--- src/rtl/core/dkps_pkg.sv ---
// Shared types and sizing constants for the descending key/payload sorter.
package dkps_pkg;

	localparam int CAPACITY     = 64;
	localparam int PAYLOAD_BITS = 32;
	localparam int KEY_W        = 32;
	localparam int PAY_IO_W     = 32;
	localparam int PAY_W        = (PAYLOAD_BITS < PAY_IO_W) ? PAYLOAD_BITS : PAY_IO_W;
	localparam int CNT_W        = $clog2(CAPACITY + 1);

	typedef logic signed [KEY_W-1:0] key_t;
	typedef logic [PAY_IO_W-1:0]     pay_io_t;
	typedef logic [PAY_W-1:0]        pay_t;
	typedef logic [CNT_W-1:0]        cnt_t;

	typedef struct packed {
		logic insert;
		logic emit;
	} cmd_t;

	typedef struct packed {
		logic last;
	} sts_t;

endpackage

--- src/rtl/core/dkps_ctrl.sv ---
// Controller that sequences loading, the first emit and the output run.
module dkps_ctrl (
	input  logic            clk,
	input  logic            arst_n,
	input  logic            in_valid,
	input  logic            in_final,
	output logic            in_ready,
	output logic            out_valid,
	input  logic            out_ready,
	output dkps_pkg::cmd_t  cmd,
	input  dkps_pkg::sts_t  sts
);

	typedef enum logic [1:0] {
		ST_LOAD,
		ST_FIRST,
		ST_RUN
	} state_t;

	state_t state_q;
	logic   out_valid_q;
	logic   slot_free;
	logic   in_xfer;

	assign slot_free = !out_valid_q || out_ready;
	assign in_ready  = ((state_q == ST_LOAD) || (state_q == ST_RUN)) && slot_free;
	assign in_xfer   = in_valid && in_ready;
	assign out_valid = out_valid_q;

	always_comb begin
		cmd = '0;
		unique case (state_q)
			ST_LOAD:  cmd.insert = in_xfer;
			ST_FIRST: cmd.emit   = slot_free;
			ST_RUN:   cmd.emit   = in_xfer;
			default:  cmd        = '0;
		endcase
	end

	always_ff @(posedge clk or negedge arst_n) begin
		if (!arst_n) begin
			state_q     <= ST_LOAD;
			out_valid_q <= 1'b0;
		end else begin
			if (cmd.emit) begin
				out_valid_q <= 1'b1;
			end else if (out_ready) begin
				out_valid_q <= 1'b0;
			end
			unique case (state_q)
				ST_LOAD: begin
					if (in_xfer && in_final) begin
						state_q <= ST_FIRST;
					end
				end
				ST_FIRST: begin
					if (cmd.emit) begin
						state_q <= sts.last ? ST_LOAD : ST_RUN;
					end
				end
				ST_RUN: begin
					if (cmd.emit && sts.last) begin
						state_q <= ST_LOAD;
					end
				end
				default: state_q <= ST_LOAD;
			endcase
		end
	end

	property p_emit_has_slot;
		@(posedge clk) disable iff (!arst_n)
		cmd.emit |-> slot_free;
	endproperty
	a_emit_has_slot: assert property (p_emit_has_slot)
		else $error("result produced while the output register is occupied");

	property p_last_ends_run;
		@(posedge clk) disable iff (!arst_n)
		(cmd.emit && sts.last) |=> (state_q == ST_LOAD);
	endproperty
	a_last_ends_run: assert property (p_last_ends_run)
		else $error("run did not end after its last item");

	property p_emit_shows_result;
		@(posedge clk) disable iff (!arst_n)
		cmd.emit |=> out_valid_q;
	endproperty
	a_emit_shows_result: assert property (p_emit_shows_result)
		else $error("emitted item not presented on the output");

endmodule

--- config.mk ---
export PLATFORM = sky130hd
export DESIGN_NAME = dkps_ctrl
export DESIGN_NICKNAME = d
export VERILOG_FILES = /design/src/rtl/core/dkps_pkg.sv /design/src/rtl/core/dkps_ctrl.sv
export SDC_FILE = /design/constraint.sdc
export NUM_CORES = 1
export LEC_CHECK = 0
export BUFFER_PORTS_ARGS = -buffer_cell sky130_fd_sc_hd__buf_4
export CORE_AREA = 2 2 39 41
export CTS_BUF_LIST = sky130_fd_sc_hd__clkbuf_2
export DETAILED_ROUTE_END_ITERATION = 12
export DIE_AREA = 0 0 41 43
export GPL_TIMING_DRIVEN = 0
export PLACE_DENSITY_LB_ADDON = 0.25
export SETUP_SLACK_MARGIN = 0.1
export SYNTH_ARGS = -nofsm -noshare
export SYNTH_HDL_FRONTEND = slang
export SYNTH_SLANG_ARGS = --single-unit
--- constraint.sdc ---
create_clock -name clk -period 1.5 [get_ports clk]
set_clock_uncertainty 0.05 [all_clocks]
set_input_delay 0.15 -clock clk [delete_from_list [all_inputs] [get_ports clk]]
set_output_delay 0.15 -clock clk [all_outputs]
set_load 0.01 [all_outputs]
==> key figures <==
Status
  – Status: finished clean

Logic synthesis
  – Synth top cells by count: 3 x dfrtp_1, 3 x ha_1, 3 x inv_1, 3 x nand2_1, 3 x nor2_1
  – Synth Flop Type: dfrtp_1
  – Seq cells post-synth: 3
  – Area leader, netlist: dfrtp_1
  – Avg Cell Area, Syn: 9.407 um^2
  – Fraction of registers with async set/reset: 100.0%
  – Register area share after synthesis: 29.56%
  – Mapped Area: about 250 um^2
  – Synth top area cells: dfrtp_1 30%, ha_1 15%, o2bb2ai_2 5.9%
  – Syn_nets: 36
  – EDFF count, synth: 0
  – Yosys warnings: 0
  – Post-Synthesis Cells: 27
  – Synth top area share: 29.56%
  – Count of cell types in the netlist: 16

Clock network
  – CTS max path bufs: 2
  – CTS tree: built
  – CTS buffer count: 3
  – Clk_lat worst skew: 0.21 ns
  – Clk slew on worst S/H paths: 0.05 ns
  – Root Buffer: clkbuf_2
  – CTS sink cnt: 3
  – Number of H-tree levels: 1

Timing
  – Worst Max-Slew Pin Slew: around 0.19 ns
  – Period utilisation layout: 98.31%
  – Final setup fails: 0
  – Fin crit period: 1.475 ns
  – Relative slew slack: 87.58%
  – RSZ-0062 raised after global routing: yes
  – Slew Viols, Final: 0
  – Fmax: around 680 MHz
  – Fin. Hold Viols: 0
  – Worst Slack Setup Final: approximately 0.025 ns

Worst setup path
  – CP max FO: 4
  – WP data arrival: ~1.3 ns
  – Crit-path slowest cell: dfrtp_1
  – Crit Path Class: reg -> out
  – Top Family by Delay on Critical Path: flip-flops
  – Worst Path Buf+Inv: 2
  – Worst-path cell chain: inv_2, ha_4, a21o_1, nand2_1, nor2_1, buf_4
  – Worst stage delay on the critical path: 0.40 ns
  – Startpoint types: register
  – Worst Setup End Kind: output pin
  – WP data required: 1.30 ns

Global route
  – Largest net degree at the start of global routing: 5
  – Initial antenna violation count: 0
  – First-pass GRT wire length: 1.076 mm
  – Congestion Overflow GR: 0
  – Vias in the first global route: 264
  – Total GRT Usage: 10.04%

Finish
  – Layout net count: 54
  – Share of layout cells above drive strength 1: between 60% and 70%
  – Final-layout fill cell count: approximately 150
  – Layout Area Growth over Synthesis: 74.38%
  – Post-route cell area: roughly 440 um^2
  – N_diodes: 0

Power
  – Max VDD drop: 0.6947 mV
  – Power Dens Cells: 1678 mW/mm^2
  – Leak: 0.2160 nW

Placed design
  – Pre-CTS setup slack: 0.1014 ns
  – Area after DPL: ~340 um^2
  – RePlAce Congestion: 0.7056
  – Number of port buffers: 9
  – DP HPWL: 437.6 um

Floorplanning
  – Site Rows: 14
  – Die area: about 0.0018 mm^2
  – Core area: approximately 0.0014 mm^2
  – Die width: between 40 and 50 um
  – Initial Util: 18.35%
  – Die H: approximately 43 um
  – Io pins: 10

Min path
  – Worst Hold Class: in -> reg

Drt
  – 1st-pass router iterations: 2
  – Antenna Nets Post-Route: 0
  – Vias: between 200 and 250
  – DRT iter0 DRCs: 4
  – DRC: 0
  – Wire per inst: 10.27 um
  – Final WL: 616 um
  – Average vias per placed instance: 4.033

Flow run
  – Maxcap violations: 0
==> layout make-up <==
type	count	area, um^2	share of cell area (%)
clock buffers	4	20.02	4.520
inverters	3	13.76	3.107
multi-input cells	21	209.0	47.18
flip-flops and latches	3	76.32	17.23
well taps	16	20.02	4.520
repair buffers	13	103.9	23.45
==> final timing paths <==
kind / slack (ns) / depth (start not counted) / end / startpoint
max: 0.03 / 6 / cmd[0] / state_q[1]$_DFFE_PN0P_
max reg2reg: 0.09 / 6 / state_q[1]$_DFFE_PN0P_ / state_q[0]$_DFFE_PN0P_
min reg2reg: 0.54 / 2 / out_valid$_DFFE_PN0P_ / out_valid$_DFFE_PN0P_
max in group asynchronous: 1.09 / 2 / state_q[0]$_DFFE_PN0P_ / arst_n
min: 0.17 / 3 / state_q[1]$_DFFE_PN0P_ / sts
min in group asynchronous: 0.21 / 2 / state_q[1]$_DFFE_PN0P_ / arst_n
==> logic make-up after synthesis <==
logic type	after synthesis	share of synthesized area, %
flip-flops	3	29.56
AND/OR/NAND/NOR	11	26.60
multiplexers	1	3.941
buffers and inverters	3	4.433
adder cells (fa/ha/maj)	3	14.78
AO/OA/AOI/OAI	6	20.69
==> sequential cells by signal (all words and copies together), names as in the netlist <==
signal     flops
out_valid      1
state_q        2
==> cells in the final DEF (no fill, tap or decap) <==
cell type,n
a21o_1,1
a31oi_1,2
and3_4,2
buf_4,11
buf_6,1
clkbuf_2,4
dfrtp_1,2
dfrtp_2,1
dlygate4sd3_1,1
ha_4,3
inv_1,1
inv_2,1
inv_4,1
mux2i_1,1
nand2_1,3
nand2b_1,1
nand2b_4,1
nor2_1,3
nor2b_1,1
o211ai_2,1
o21ai_1,1
o2bb2ai_2,1
==> what timing repair did <==
| item | CTS | global route |
|---|---|---|
| gates resized for setup | 9 | 3 |
| setup buffers | 2 | 1 |
| cloned | 0 | 0 |
| pin swaps | 2 | 1 |
| setup endpoints to repair | 4 | 5 |
| endpoints found under the hold margin | 3 | 0 |
| hold buffers | 1 | 0 |
==> power by group <==
part	switching [W]	internal, W	total, W
clock	0.0000482	0.0000703	0.000119
combinational	0.000213	0.000256	0.000469
sequential	0.0000440	0.000111	0.000155
total	0.000306	0.000438	0.000743
==> layer usage <==
metal	up-vias	part of all wire [%]	track usage, %
met4	0	1.6	12.00
met1	107	43	10.61
met3	2	3.9	5.236
met2	6	51	12.19
met5	-	0	0
li1	127	-	-
==> per-stage QoR <==
stage | instances | setup TNS, ns | hold slack, ns | power [W] | util [%]
after floorplan | 27 | 0 | -0.1956 | 0.0003776 | -
after global placement | 52 | 0 | -0.1077 | 0.0004998 | 24.68
after detailed placement | 52 | 0 | -0.1088 | 0.0005001 | 24.68
after CTS | 59 | 0 | 0.1668 | 0.0007213 | 30.92
after global routing | 60 | -0.09299 | 0.1821 | 0.0008027 | 32.01
final | 60 | 0 | 0.1666 | 0.0007434 | 32.01
==> worst reg2reg max path, delay by kind of cell, from the launching register on <==
family | cells | cell delay (ns)
DFF | 1 | 0.42
AOI/OAI and AO/OA | 2 | 0.31
buffers and inverters | 2 | 0.20
muxes | 1 | 0.18
adders and majority gates | 1 | 0.17
Power figures use the tool's default switching activity.
